$ cat config.mk
export PLATFORM = sky130hd
export DESIGN_NAME = nfd_front
export DESIGN_NICKNAME = d
export VERILOG_FILES = /design/src/rtl/newmark_fractional_damping_step_defines.svh /design/src/rtl/nfd_pkg.sv /design/src/rtl/nfd_front.sv
export SDC_FILE = /design/constraint.sdc
export NUM_CORES = 1
export LEC_CHECK = 0
export ABC_AREA = 0
export BUFFER_PORTS_ARGS = -buffer_cell sky130_fd_sc_hd__clkbuf_2
export CAP_MARGIN = 20
export CORE_AREA = 3 3 88 90
export DETAILED_ROUTE_END_ITERATION = 16
export DIE_AREA = 0 0 91 93
export PLACE_DENSITY_LB_ADDON = 0.15
export SETUP_SLACK_MARGIN = 0.15
export SYNTH_ARGS = -nofsm -noshare
export SYNTH_HDL_FRONTEND = slang
export SYNTH_SLANG_ARGS = --single-unit
$ cat constraint.sdc
create_clock -name clk -period 3.8 [get_ports clk]
set_input_delay 0.38 -clock clk [delete_from_list [all_inputs] [get_ports clk]]
set_output_delay 0.38 -clock clk [all_outputs]
set_load 0.02 [all_outputs]
$ cat src/rtl/newmark_fractional_damping_step_defines.svh
// Assertion macros for the fractional damping Newmark step block.
`ifndef NEWMARK_FRACTIONAL_DAMPING_STEP_DEFINES_SVH
`define NEWMARK_FRACTIONAL_DAMPING_STEP_DEFINES_SVH
`ifndef SYNTHESIS
`define NFD_ASSERT_NOW(label, ante, cons) \
  label: assert property (@(posedge clk) disable iff (!rst_n) (ante) |-> (cons)) \
    else $error("nfd assertion failed");
`define NFD_ASSERT_NEXT(label, ante, cons) \
  label: assert property (@(posedge clk) disable iff (!rst_n) (ante) |=> (cons)) \
    else $error("nfd assertion failed");
`else
`define NFD_ASSERT_NOW(label, ante, cons)
`define NFD_ASSERT_NEXT(label, ante, cons)
`endif
`endif

$ cat src/rtl/nfd_pkg.sv
package nfd_pkg;

  localparam int unsigned NUM_DOFS   = 4096;
  localparam int unsigned HIST_DEPTH = 16;
  localparam int unsigned AW    = (NUM_DOFS > 1) ? $clog2(NUM_DOFS) : 1;
  localparam int unsigned HW    = (HIST_DEPTH > 1) ? $clog2(HIST_DEPTH) : 1;
  localparam int unsigned ROW_W = 32 * HIST_DEPTH;

  localparam logic [2:0] REG_PRED_SECOND = 3'd0;
  localparam logic [2:0] REG_PRED_FIRST  = 3'd1;
  localparam logic [2:0] REG_MASS        = 3'd2;
  localparam logic [2:0] REG_CORR_FIRST  = 3'd3;
  localparam logic [2:0] REG_STEP_DT     = 3'd4;
  localparam logic [2:0] REG_FRAC_ORDER  = 3'd5;
  localparam logic [2:0] REG_DAMP_SCALE  = 3'd6;

  typedef enum logic {OP_PREDICT = 1'b0, OP_CORRECT = 1'b1} op_t;

  typedef enum logic [1:0] {SH16, SH32, SH48} shift_sel_t;
  typedef enum logic [1:0] {LIM32, LIM48, LIM64} lim_sel_t;

  typedef enum logic [2:0] {W_IDLE, W_LOAD, W_MUL, W_DIV, W_STORE} wgt_state_t;

  typedef enum logic [3:0] {
    B_CLR, B_IDLE, B_RD, B_T1, B_T2, B_T3, B_MASS, B_HIST, B_DAMP, B_OUT, B_CA, B_CT
  } back_state_t;

  typedef struct packed {
    op_t                op;
    logic [11:0]        idx;
    logic signed [31:0] sample;
  } item_t;

  typedef struct packed {
    logic               start;
    logic signed [63:0] a;
    logic signed [63:0] b;
    shift_sel_t         sh;
    lim_sel_t           lim;
  } mul_req_t;

  typedef struct packed {
    logic               busy;
    logic               done;
    logic               clip;
    logic signed [63:0] res;
  } mul_rsp_t;

  typedef struct packed {
    logic signed [63:0] cps;
    logic signed [63:0] cpf;
    logic signed [63:0] cmass;
    logic signed [63:0] ccf;
    logic [62:0]        dt;
    logic signed [63:0] dscale;
  } coef_t;

endpackage

$ cat src/rtl/nfd_front.sv
module nfd_front (
  input  logic           clk,
  input  logic           rst_n,
  input  logic           en,
  input  logic           in_tvalid,
  output logic           in_tready,
  input  logic [47:0]    in_tdata,   // dof_index[11:0], sample_value[43:12]
  input  logic           in_tuser,   // opcode
  input  logic           pop,
  output logic           head_valid,
  output nfd_pkg::item_t head_item
);
  import nfd_pkg::*;

  item_t      q_r [2];
  logic [1:0] cnt_r;
  logic       wp_r, rp_r;
  item_t      it;
  logic       push;

  always_comb begin
    it.op     = op_t'(in_tuser);
    it.idx    = in_tdata[11:0];
    it.sample = in_tdata[43:12];
    in_tready = en && (cnt_r != 2'd2);
    // out-of-range index: taken and dropped
    push      = in_tvalid && in_tready && (32'(it.idx) < NUM_DOFS);
    head_valid = (cnt_r != 2'd0);
    head_item  = q_r[rp_r];
  end

  always_ff @(posedge clk) begin
    if (!rst_n) begin
      cnt_r <= 2'd0;
      wp_r  <= 1'b0;
      rp_r  <= 1'b0;
    end else begin
      if (push) wp_r <= ~wp_r;
      if (pop) rp_r <= ~rp_r;
      if (push && !pop) cnt_r <= cnt_r + 2'd1;
      else if (!push && pop) cnt_r <= cnt_r - 2'd1;
    end
  end

  always_ff @(posedge clk) begin
    if (push) q_r[wp_r] <= it;
  end

endmodule

**Yosys cells after proc, flatten, opt, wreduce, memory -nomap -nowiden**

Memory sizes are Yosys's and may differ from the RTL's. A register that Yosys moved wholly into a read port is not among the register bits.
Index checks and enable logic that the tools add are counted.

- Add/subtract/negate cells: 2
- Eq/ne operators: 1
- Multiplexer cells: 6
- Bitwise logic cells: 2
- Reductions and logical operators: 8

Operators with widths:

| kind | number |
|---|---|
| logical AND 1 bit | 4 |
| two-way mux 1 bit | 4 |
| two-way mux 2 bit | 2 |
| nonzero test 2 bit | 2 |
| adder 2 x 1 -> 2 bit (second input constant) | 1 |
| zero test 1 bit | 2 |
| inequality test 2 bit (second input constant) | 1 |
| NOT 1 bit | 2 |
| subtractor 2 x 1 -> 2 bit (second input constant) | 1 |

- Register bits: 4
- Bits in writable memories: 90
- Input port bits: 54
- Output and inout port bits: 47
- Memories: 1

Memory list:

| memory | words | width | rd ports | clocked after Yosys merged registers in | write ports | line | text |
|---|---|---|---|---|---|---|---|
| q_r | 2 | 45 | 1 | 1 | 1 | nfd_front.sv:15 | `item_t q_r [2];` |

**Longest topological paths before layout**

- Depth in word-level cells: 7
- Mapped depth: 6
- Mapped depth without buffers: 6

**Worst setup path before layout**

OpenSTA, ideal clock, no wires.

- Path kind: flip-flop to flip-flop
- Start point: reg cnt_r[0]
- End point: mem q_r[0][0] (netlist bit) (enable)
- Data arrival time: 2732 ps
- Path slack: 615 ps
- Cell stages (with the launch flop): 4
- Clock period less this slack: 3185 ps
- Path through: dfxtp_1 > nand2b_1 > and3_1 > nor2b_1

- Word-level cells in the longest chain between the ends: 5

Ends and longest elaborated chain:

| element | line | text |
|---|---|---|
| start, declared | nfd_front.sv:16 | `logic [1:0] cnt_r;` |
| start signal, assigned | nfd_front.sv:40 | `if (push && !pop) cnt_r <= cnt_r + 2'd1;` |
| start signal, assigned | nfd_front.sv:41 | `else if (!push && pop) cnt_r <= cnt_r - 2'd1;` |
| inequality test 2 bit | nfd_front.sv:25 | `in_tready = en && (cnt_r != 2'd2);` |
| logical AND 1 bit | nfd_front.sv:25 |  |
| logical AND 1 bit | nfd_front.sv:27 | `push = in_tvalid && in_tready && (32'(it.idx) < NUM_DOFS);` |
| two-way mux 1 bit | nfd_front.sv:46 | `if (push) q_r[wp_r] <= it;` |
| two-way mux 1 bit (not written as such) | nfd_front.sv:46 |  |
| end, declared | nfd_front.sv:15 |  |

Every way passes these cells.

==> results.toml <==
[run_status]
outcome = "finished clean"

[timing]
drv_slew = 0
fin_worst_hold_slack_ns = 0.218
relSlewSlack_pct = 59.9
min_period_over_period_pct = 54.9
hold_viol_final = 0
setup_tns_ns = 0
fin_worst_skew_ns = 0.00561
setup_viol = 0
worst_slew_pin_slew_ns = 0.602
fmax_mhz = 479
period_needed_ns = 2.09
rsz0062_at_grt = "false"

[grt]
grt_pass1_wl_um = 8830
grt_max_degree = 46
first_global_vias = 1815
grt_usage_pct = 14.0
grt_overflow = 0
antenna_found_initial = 0

[power]
cellPowerDensity_nw_per_um2 = 504
p_leak_nw = 1.64
ir_worst_vdd_mv = 0.245

[hold_path]
hold_class = "in2reg"

[die]
rows = 31
core_area_sq_um = 7140
dieArea_sq_um = 8460
io_pins = 101
initial_core_util_pct = 49.0
die_w_um = 91
die_h_um = 93

[logic_synthesis]
syn-mean-instance-area_sq_um = 21.2
synth_top_family_by_area = "multiplexers"
syn-instance-count = 165
synth_compound_area_share_pct = 0.358
synth_cell_types = 19
synth_nets = 220
yosys.area_share.simple_pct = 2.08
synth-seq-cells = 95
ys_seq_area_share_pct = 80.1
syn_area_sq_um = 3500
synthMuxAreaShare_pct = 14.8
yosys_warnings = 0
synth_fa_ha_area_share_pct = 0.358
synth-xor-area-share_pct = 0.751

[route]
firstDrtPassIters = 4
wl_per_cell_um = 14.9
vias = 1772
viasPerCell = 4.73
postRouteAntennaNets = 0
wl_um = 5590
first_iter_violations = 77
drc = 0

[critical_path]
reg2regPathDepth = 4
startpoint_type = "flip-flop"
reg2reg_from = "cnt_r[0]"
r2r_end = "q_r[1][31]"
path_depth = 3
required_ns = 3.42
crit_family = "flip-flops"
worstPathCellList = "buf_12 > mux2_2 > clkbuf_2"
crit_path_end = "head_item[12]"
critPathBufInv = 2
timing_worst_setup_path_type = "reg2out"
cp_data_arrival_time_ns = 1.71
endpoint_kind = "output port"
critical_path.max_stage_delay_ns = 0.56
cp_max_fo = 32
r2r_slack_ns = 1.88
crit_slowest_cell = "dfxtp_2"

[place]
port_buffers = 96
place_congestion = 0.640
dp_hpwl_um = 3570

[layout]
area_growth_pct = 23.8
fill_cells = 577
multi_input_area_sq_um = 649
regArea_sq_um = 2800
mostFrequentLayoutCells = "clkbuf_2, edfxtp_1, mux2_2, clkbuf_8"
insertedDiodeCount = 0
layout_commonest_cell = "clkbuf_2"
final_layout_size_suffix_gt1_share_pct = 58.7
nets = 326

[clocking]
cts_resized = 0
root_buffer = "clkbuf_8"
hold_buffers = 0
post_cts_buffers = 0
cts.sinks = 95
clk_latency_ns = 0.35
cts_tree = "done"
path_clk_slew_ns = 0.08
max-clock-path-buffers = 2
htreeDepth = 3
numCtsBuffers = 9

[run]
max_cap_viol_count = 0
sequential cells by signal, summed over array words and instances, names as in the netlist, named ones only:
signal,count
q_r,90
rp_r,1
wp_r,1
cnt_r,2
synthesized netlist by cell type:
library cell / number / area (sq um)
xor2_1: 2 / 17.5
or3_1: 1 / 6.26
nor2b_1: 1 / 6.26
or2_2: 1 / 6.26
edfxtp_1: 90 / 2700
buf_6: 4 / 45.0
xnor2_1: 1 / 8.76
mux2_2: 45 / 507
nand2_1: 1 / 3.75
nand2b_1: 2 / 12.5
mux2i_1: 1 / 10.0
and2_1: 5 / 31.3
buf_2: 1 / 5.00
dfxtp_1: 5 / 100
o21ai_0: 1 / 5.00
inv_1: 1 / 3.75
and3_1: 1 / 6.26
a21boi_1: 1 / 7.51
ha_1: 1 / 12.5
metrics by stage:
| stage | power, mW | util [%] | setup WS, ns | instance area [sq um] | cells |
|---|---|---|---|---|---|
| 2_1_floorplan | 1.43 | - | 0.615 | 3500 | 165 |
| 3_3_place_gp | 1.52 | 57.1 | 1.66 | 4080 | 357 |
| 3_5_place_dp | 1.53 | 57.1 | 1.68 | 4080 | 357 |
| 4_1_cts | 2.20 | 60.0 | 1.35 | 4280 | 373 |
| 5_1_grt | 2.27 | 60.7 | 1.60 | 4330 | 375 |
| 6_report | 2.18 | 60.7 | 1.71 | 4330 | 375 |
cell families (layout without fill, tap and decap cells):
family,Yosys count,after routing
AOI/OAI and AO/OA,2,2
xor gates and xnor gates,3,3
adders and majority gates,1,1
buffers and inverters,6,117
DFF,95,95
muxes,46,46
and+or+nand+nor,12,12
power by group:
| group | switching, mW | internal (mW) | leakage, nW |
|---|---|---|---|
| Sequential | 0.0207 | 1.20 | 0.866 |
| Combinational | 0.158 | 0.123 | 0.670 |
| Clock | 0.310 | 0.370 | 0.104 |
worst min-delay path by stage:
stage                  from    endpoint  slack [ns]  cells past startpoint
2_1_floorplan          wp_r        wp_r        0.45                      2
3_3_place_gp       cnt_r[1]    cnt_r[1]        0.49                      2
3_5_place_dp       cnt_r[1]    cnt_r[1]        0.50                      2
4_1_cts        in_tdata[33]  q_r[1][21]        0.20                      1
5_1_grt        in_tdata[28]  q_r[0][16]        0.20                      1
6_report        in_tdata[3]  q_r[1][35]        0.22                      1
per-layer routing:
layer | global-route usage (%) | part of all wire [%]
met1 | 16.8 | 41
met2 | 23.1 | 52
met3 | 3.78 | 5.4
met4 | 7.54 | 1.7
met5 | 0 | 0
worst reg2reg max path: stages, from the launching register on:
cell and delay (ns):
dfxtp_1 0.40, nand2b_1 0.15, and3_1 0.24, and2_2 0.57, buf_16 0.25
area by class of cell:
| class | count | area share [%] |
|---|---|---|
| Clock inverter | 4 | 1.62 |
| Sequential cell | 95 | 64.8 |
| Multi-Input combinational cell | 64 | 15.0 |
| Tap cell | 99 | 2.86 |
| Inverter | 1 | 0.0867 |
| Timing Repair Buffer | 100 | 12.5 |
| Clock buffer | 12 | 3.12 |
(Power assumes the default switching activity.)
