===== src/rtl/newmark_fractional_damping_step_defines.svh =====
// Assertion macros for the fractional damping Newmark step block.
`ifndef NEWMARK_FRACTIONAL_DAMPING_STEP_DEFINES_SVH
`define NEWMARK_FRACTIONAL_DAMPING_STEP_DEFINES_SVH
`ifndef SYNTHESIS
`define NFD_ASSERT_NOW(label, ante, cons) \
  label: assert property (@(posedge clk) disable iff (!rst_n) (ante) |-> (cons)) \
    else $error("nfd assertion failed");
`define NFD_ASSERT_NEXT(label, ante, cons) \
  label: assert property (@(posedge clk) disable iff (!rst_n) (ante) |=> (cons)) \
    else $error("nfd assertion failed");
`else
`define NFD_ASSERT_NOW(label, ante, cons)
`define NFD_ASSERT_NEXT(label, ante, cons)
`endif
`endif


===== src/rtl/nfd_pkg.sv =====
package nfd_pkg;

  localparam int unsigned NUM_DOFS   = 4096;
  localparam int unsigned HIST_DEPTH = 16;
  localparam int unsigned AW    = (NUM_DOFS > 1) ? $clog2(NUM_DOFS) : 1;
  localparam int unsigned HW    = (HIST_DEPTH > 1) ? $clog2(HIST_DEPTH) : 1;
  localparam int unsigned ROW_W = 32 * HIST_DEPTH;

  localparam logic [2:0] REG_PRED_SECOND = 3'd0;
  localparam logic [2:0] REG_PRED_FIRST  = 3'd1;
  localparam logic [2:0] REG_MASS        = 3'd2;
  localparam logic [2:0] REG_CORR_FIRST  = 3'd3;
  localparam logic [2:0] REG_STEP_DT     = 3'd4;
  localparam logic [2:0] REG_FRAC_ORDER  = 3'd5;
  localparam logic [2:0] REG_DAMP_SCALE  = 3'd6;

  typedef enum logic {OP_PREDICT = 1'b0, OP_CORRECT = 1'b1} op_t;

  typedef enum logic [1:0] {SH16, SH32, SH48} shift_sel_t;
  typedef enum logic [1:0] {LIM32, LIM48, LIM64} lim_sel_t;

  typedef enum logic [2:0] {W_IDLE, W_LOAD, W_MUL, W_DIV, W_STORE} wgt_state_t;

  typedef enum logic [3:0] {
    B_CLR, B_IDLE, B_RD, B_T1, B_T2, B_T3, B_MASS, B_HIST, B_DAMP, B_OUT, B_CA, B_CT
  } back_state_t;

  typedef struct packed {
    op_t                op;
    logic [11:0]        idx;
    logic signed [31:0] sample;
  } item_t;

  typedef struct packed {
    logic               start;
    logic signed [63:0] a;
    logic signed [63:0] b;
    shift_sel_t         sh;
    lim_sel_t           lim;
  } mul_req_t;

  typedef struct packed {
    logic               busy;
    logic               done;
    logic               clip;
    logic signed [63:0] res;
  } mul_rsp_t;

  typedef struct packed {
    logic signed [63:0] cps;
    logic signed [63:0] cpf;
    logic signed [63:0] cmass;
    logic signed [63:0] ccf;
    logic [62:0]        dt;
    logic signed [63:0] dscale;
  } coef_t;

endpackage


===== src/rtl/nfd_mul.sv =====
module nfd_mul (
  input  logic              clk,
  input  logic              rst_n,
  input  nfd_pkg::mul_req_t req,
  output nfd_pkg::mul_rsp_t rsp
);
  import nfd_pkg::*;

  logic               run_r, done_r, clip_r;
  logic [2:0]         cnt_r;
  logic signed [63:0] a_r, b_r, res_r;
  shift_sel_t         sh_r;
  lim_sel_t           lim_r;
  logic signed [65:0] pp_r;
  logic [1:0]         pps_r;
  logic [127:0]       acc_r;
  logic signed [32:0] ha, hb;
  logic [127:0]       pp_ext, pp_sh, v;
  logic               fits;
  logic [63:0]        vmax, sat_v;

  always_comb begin
    ha = cnt_r[0] ? {a_r[63], a_r[63:32]} : {1'b0, a_r[31:0]};
    hb = cnt_r[1] ? {b_r[63], b_r[63:32]} : {1'b0, b_r[31:0]};
    pp_ext = {{62{pp_r[65]}}, pp_r};
    case (pps_r)
      2'd0:    pp_sh = pp_ext;
      2'd1:    pp_sh = pp_ext << 32;
      default: pp_sh = pp_ext << 64;
    endcase
    case (sh_r)
      SH16:    v = 128'($signed(acc_r) >>> 16);
      SH32:    v = 128'($signed(acc_r) >>> 32);
      default: v = 128'($signed(acc_r) >>> 48);
    endcase
    case (lim_r)
      LIM32: begin
        fits = (&v[127:31]) || !(|v[127:31]);
        vmax = 64'h0000_0000_7FFF_FFFF;
      end
      LIM48: begin
        fits = (&v[127:47]) || !(|v[127:47]);
        vmax = 64'h0000_7FFF_FFFF_FFFF;
      end
      default: begin
        fits = (&v[127:63]) || !(|v[127:63]);
        vmax = 64'h7FFF_FFFF_FFFF_FFFF;
      end
    endcase
    sat_v = fits ? v[63:0] : (v[127] ? ~vmax : vmax);
    rsp.busy = run_r;
    rsp.done = done_r;
    rsp.clip = clip_r;
    rsp.res  = res_r;
  end

  always_ff @(posedge clk) begin
    if (!rst_n) begin
      run_r  <= 1'b0;
      done_r <= 1'b0;
      cnt_r  <= 3'd0;
    end else begin
      done_r <= 1'b0;
      if (!run_r && req.start) begin
        run_r <= 1'b1;
        cnt_r <= 3'd0;
      end else if (run_r) begin
        if (cnt_r == 3'd5) begin
          run_r  <= 1'b0;
          done_r <= 1'b1;
        end
        cnt_r <= cnt_r + 3'd1;
      end
    end
  end

  // four 33x33 partial products, each registered before the accumulate
  always_ff @(posedge clk) begin
    if (!run_r && req.start) begin
      a_r   <= req.a;
      b_r   <= req.b;
      sh_r  <= req.sh;
      lim_r <= req.lim;
      acc_r <= '0;
    end else if (run_r) begin
      if (cnt_r < 3'd4) begin
        pp_r  <= ha * hb;
        pps_r <= {1'b0, cnt_r[0]} + {1'b0, cnt_r[1]};
      end
      if (cnt_r >= 3'd1 && cnt_r <= 3'd4) acc_r <= acc_r + pp_sh;
      if (cnt_r == 3'd5) begin
        res_r  <= sat_v;
        clip_r <= !fits;
      end
    end
  end

endmodule


===== config.mk =====
export PLATFORM = sky130hd
export DESIGN_NAME = nfd_mul
export DESIGN_NICKNAME = d
export VERILOG_FILES = /design/src/rtl/newmark_fractional_damping_step_defines.svh /design/src/rtl/nfd_pkg.sv /design/src/rtl/nfd_mul.sv
export SDC_FILE = /design/constraint.sdc
export NUM_CORES = 2
export LEC_CHECK = 0
export BUFFER_PORTS_ARGS = -buffer_cell sky130_fd_sc_hd__buf_2
export CORE_AREA = 2 2 347 349
export DETAILED_ROUTE_END_ITERATION = 6
export DIE_AREA = 0 0 349 351
export PLACE_DENSITY_LB_ADDON = 0.1
export REMOVE_ABC_BUFFERS = 1
export SETUP_SLACK_MARGIN = 0.15
export SKIP_LAST_GASP = 1
export SLEW_MARGIN = 0
export SYNTH_ARGS = -nofsm -noshare
export SYNTH_HDL_FRONTEND = slang
export SYNTH_SLANG_ARGS = --single-unit

===== constraint.sdc =====
create_clock -name clk -period 21 [get_ports clk]
set_clock_uncertainty 0.15 [all_clocks]
set_input_delay 2.1 -clock clk [delete_from_list [all_inputs] [get_ports clk]]
set_output_delay 2.1 -clock clk [all_outputs]
set_load 0.02 [all_outputs]

# Word level (Yosys, flattened, before mapping)
# Index checks and enable logic that the tools add are counted.
[totals] reg_bits=398 inputBits=135 elab_cells=63
[op_classes] n_addsub=3 n_mul=1 n_lt_le_gt_ge=3 n_eq_ne=4 mux=12 bitwise=4 n_reduce_logical=24
[op_table] cell="one-hot mux 128 bit (2 select lines)" n=1
[op_table] cell="one-hot mux 111 bit (2 select lines)" n=1
[op_table] cell="adder 128 bit" n=1
[op_table] cell="two-way mux 64 bit" n=2
[op_table] cell="one-hot mux 63 bit (2 select lines)" n=1
[op_table] cell="AND reduction 97 bit" n=1
[op_table] cell="OR reduction 97 bit" n=1
[op_table] cell="AND reduction 81 bit" n=1
[op_table] cell="OR reduction 81 bit" n=1
[op_table] cell="multiplier 33 x 33 -> 66 bit" n=1
[op_table] cell="two-way mux 33 bit" n=2
[op_table] cell="AND reduction 65 bit" n=1
[op_table] cell="OR reduction 65 bit" n=1
[op_table] cell="inverter 64 bit" n=1
[op_table] cell="== test 2 x 1 -> 1 bit (second input constant)" n=3
[op_table] cell="logical NOT 2 bit" n=3
[op_table] cell="AND reduction 3 bit" n=2
[op_table] cell="logical NOT 1 bit" n=5
[op_table] cell="two-way mux 1 bit" n=4
[op_table] cell="adder 3 x 1 -> 3 bit (second input constant)" n=1
[op_table] cell="== test 3 bit (second input constant)" n=1
[op_table] cell=">= comparator 3 x 1 -> 1 bit (second input constant)" n=1
[op_table] cell="less-or-equal comparator 3 bit (second input constant)" n=1
[op_table] cell="logical OR 1 bit" n=3
[op_table] cell="8 further kinds" n=11

# Logic depth before layout (Yosys ltp)
[logic_depth] word_depth=7 depth_mapped=34 ltp_nobuf=29

# Worst setup path before layout
# No wires, ideal clock.
[synth_timing] kind="flip-flop to flip-flop" from="register cnt_r[1]" to="register pp_r[61], data pin" arrival_time_ps=9142 required_time_ps=20589 setup_slack_ps=11447 path_stages_with_launch=29 period_less_slack_ps=9553 cell_sequence="dfxtp_1 clkbuf_1 buf_1 buf_1 buf_1 mux2i_1 nor2_1 fa_1 fa_1 fa_1 fa_1 fa_1 fa_1 fa_1 inv_1 fa_1 inv_1 ha_1 clkbuf_1 nand2_1 a211o_1 a21o_1 a211o_1 a211o_1 a21oi_1 o31ai_1 a31o_2 o2111a_1 a311o_1"
[synth_between] elab_chain_cells=2
[synth_lines] element="start, declared" line_no="nfd_mul.sv:10" source="logic [2:0] cnt_r;"
[synth_lines] element="start signal, assigned" line_no="nfd_mul.sv:72" source="cnt_r <= cnt_r + 3'd1;"
[synth_lines] element="two-way mux 33 bit" line_no="nfd_mul.sv:24" source="hb = cnt_r[1] ? {b_r[63], b_r[63:32]} : {1'b0, b_r[31:0]};"
[synth_lines] element="multiplier 33 x 33 -> 66 bit" line_no="nfd_mul.sv:87" source="pp_r <= ha * hb;"
[synth_lines] element="end signal, assigned" line_no="nfd_mul.sv:87"
[synth_lines] element="end, declared" line_no="nfd_mul.sv:14" source="logic signed [65:0] pp_r;"
# No other way between the ends.
# A chain may end at the register's enable or synchronous reset.

# Worst setup path in the final report
[layout_timing] from="register cnt_r[1]" to="register pp_r[62], data pin"
# Same word-level chain as after synthesis.

==> flow_summary_export.csv <==
group,metric,value,unit
synthesis,synth.avg_cell_area,8.92,sq um
clock_network,htreeDepth,2,
setup_path,ff2ff_setup_slack,10.48,ns
synthesis,yosysWarnings,0,
grt,grt_max_degree,180,
setup_path,critPathSlowestCell,"dfxtp_4",
sta,hold_viol,0,
sta,fin_setup_tns,0,ns
placement,portBuffers,201,
clock_network,post_cts_buffers,0,
placement,placed_cells,8589,
grt,grt_pass1_wl,339000,microns
synthesis,netlist_top_cells_count,"inv_1 (1,171), fa_1 (1,146), nand2_1 (940), nor2_1 (834), a21oi_1 (447)",
synthesis,synth_top_area_share,36.1,%
floorplan,die_x,349,microns
clock_network,cts.sinks,398,
clock_network,cts-buffers-inserted,51,
sta,finalMaxSlewViolations,0,
routing,drtAntennaViolNets,0,
floorplan,start_util,53.4,%
setup_path,cp_max_fo,35,
sta,maxSlewHeadroom,26.9,%
placement,post-dp-hpwl,180000,microns
synthesis,synth_flop_cell,"edfxtp_1",
floorplan,fp-row-count,127,
min_path,hp-class,"flop to flop",
synthesis,synth_edf_count,265,
grt,grt_use_total,37.8,%
synthesis,syn_inst,7123,
floorplan,dieArea,0.122,sq mm
cells_and_area,drive_above_1_share,7.54,%
clock_network,clkLatencyLatePin,0.69,ns
placement,gp_congestion,1.04,
synthesis,ys_seq_elements,398,
cells_and_area,finalNonFillerCells,8689,
grt,grt_pass1_vias,52800,
routing,drc_errors,0,
run_status,outcome,"complete, no violations",
setup_path,slowest_delay,0.72,ns
setup_path,arrival,10.76,ns
floorplan,coreArea,0.119,sq mm
synthesis,yosys.cell_types.count,82,
cells_and_area,final_cell_area,0.0678,sq mm
synthesis,synthTopCellsByArea,"fa_1 (36%), edfxtp_1 (13%), inv_1 (6.9%)",
clock_network,cts_tree,"built",
run,max_cap_violations,0,
setup_path,setup.worst_path.end_class,"flop",
floorplan,die_h,351,microns
cells_and_area,finalNetCount,8722,
clock_network,path_clk_slew,0.06,ns
routing,totalWireLength,228000,microns
synthesis,yosysMostFrequentCell,"inv_1",
cells_and_area,multiInputGateArea,0.0474,sq mm
setup_path,worstSetupPathType,"flop to flop",
min_path,hold_end,"acc_r[15]",
setup_path,required,21.24,ns
setup_path,cpMostUsedCell,"fa_1",
placement,post_dp_cell_area,0.0661,sq mm
sta,finalCritPeriodShare,50.1,%
synthesis,async_reset_ff_share,0,%
min_path,holdCritStartpoint,"acc_r[15]",
clock_network,cts_root_buf,"clkbuf_16",
clock_network,ctsResizeCount,0,
cells_and_area,synthToLayoutAreaGrowth,6.70,%
sta,max_freq,95.0,MHz
grt,antenna_found_initial,4,
sta,finalSetupViolations,0,
cells_and_area,ff_latch_area,0.0106,sq mm
placement,dp_worst_setup_slack,10.50,ns
sta,worst_slew_pin_slew,1.09,ns
routing,wl_per_cell,26.3,microns
routing,vias,51900,
setup_path,critPathBufInv,8,
setup_path,crit_family,"adder cells",
cells_and_area,fillCellCount,10900,
routing,drt_iter0_drc,4894,
min_path,holdPathStages,2,
setup_path,worst_setup_path_start_kind,"flop",
synthesis,synth_top_area_cell,"fa_1",
routing,viasPerCell,5.97,
sta,worst_slack,10.48,ns
setup_path,reg2reg_to,"pp_r[62]",
synthesis,mappedNetlistArea,0.0636,sq mm
grt,overflow,0,
clock_network,cts_hold_buf,0,
clock_network,clock_path_buffers,3,
routing,dr.pass1.iters,6,
setup_path,r2r-start,"cnt_r[1]",
sta,period_needed,10.52,ns
floorplan,io-pin-count,202,
sta,rsz0062_at_grt,"false",
setup_path,ff2ff_path_depth,30,
synthesis,yosysSeqAreaShare,16.7,%
[registers in the layout (all words and copies together), names as in the netlist]
signal,flops
cnt_r,3
run_r,1
a_r,64
pps_r,2
pp_r,66
lim_r,2
b_r,64
sh_r,2
clip_r,1
acc_r,128
done_r,1
res_r,64
[worst max path at each step]
stage | startpoint | endpoint | slack [ns] | cells after the start
global route | cnt_r[1] | pp_r[62] | 9.92 | 25
CTS | cnt_r[1] | pp_r[62] | 10.40 | 25
global placement | cnt_r[1] | pp_r[62] | 10.62 | 26
detailed placement | cnt_r[1] | pp_r[62] | 10.50 | 30
floorplan | cnt_r[1] | pp_r[61] | 9.92 | 28
finish | cnt_r[1] | pp_r[62] | 10.48 | 30
[routing by layer]
metal	wire, microns	vias up	track usage [%]	part of all wire, %
li1	-	22600	-	-
met1	87700	25900	48.6	38
met2	103000	2774	59.7	45
met3	21600	648	7.52	9.4
met4	15900	2	21.8	7.0
met5	13	-	0	0.0057
[stage by stage]
stage          hold slack (ns)  util (%)
2_1_floorplan            0.286         -
3_3_place_gp             0.293      55.5
3_5_place_dp             0.303      55.5
4_1_cts                  0.312      57.0
5_1_grt                  0.326      57.0
6_report                 0.308      57.0
[layout make-up]
class	instances	share of cell area, %
Tap cell	1548	2.86
Inverter	1173	6.50
Clock inverter	42	0.683
Sequential cell	398	15.7
Clock buffer	54	1.90
Antenna cell	4	0.0148
Timing Repair Buffer	289	2.48
Multi-Input combinational cell	5181	69.9
[cells by family (layout without fill, tap and decap cells)]
kind of cell | Yosys count | count (layout) | share of synthesized area (%)
AO/OA/AOI/OAI | 1082 | 1082 | 10.1
multiplexers | 266 | 266 | 4.34
flip-flops | 398 | 398 | 16.7
AND/OR/NAND/NOR | 2150 | 2150 | 14.1
XOR/XNOR | 190 | 190 | 2.62
other | 0 | 4 | 0
buffers and inverters | 1544 | 1558 | 9.30
adder cells (fa/ha/maj) | 1493 | 1493 | 42.9
[worst register-to-register path: cells and delay by family (launching register included)]
family,cells,cell delay [ns]
buf+inv,8,1.43
simple gates,1,0.16
xor+xnor,1,0.15
mux,1,0.52
flops,1,0.72
fa+ha+maj,9,4.51
compound gates,10,2.61
[placed cells by master (no fill, tap or decap), types with 68 or more instances in the layout]
cell type	synthesis	final
xor2_1	68	68
dfxtp_1	133	131
buf_2	20	201
buf_4	11	87
edfxtp_1	265	265
o21ai_0	272	272
a21oi_1	447	445
fa_1	1146	1146
xnor2_1	122	122
inv_1	1171	1170
nor2_1	834	832
nand2_1	940	940
nand4_1	89	89
a21o_1	82	82
ha_1	347	347
mux2_2	68	68
mux2i_1	194	146
Power is left out: the tool's default activity adds up to more than one toggle a clock period on the data nets, which glitch-free logic cannot reach.
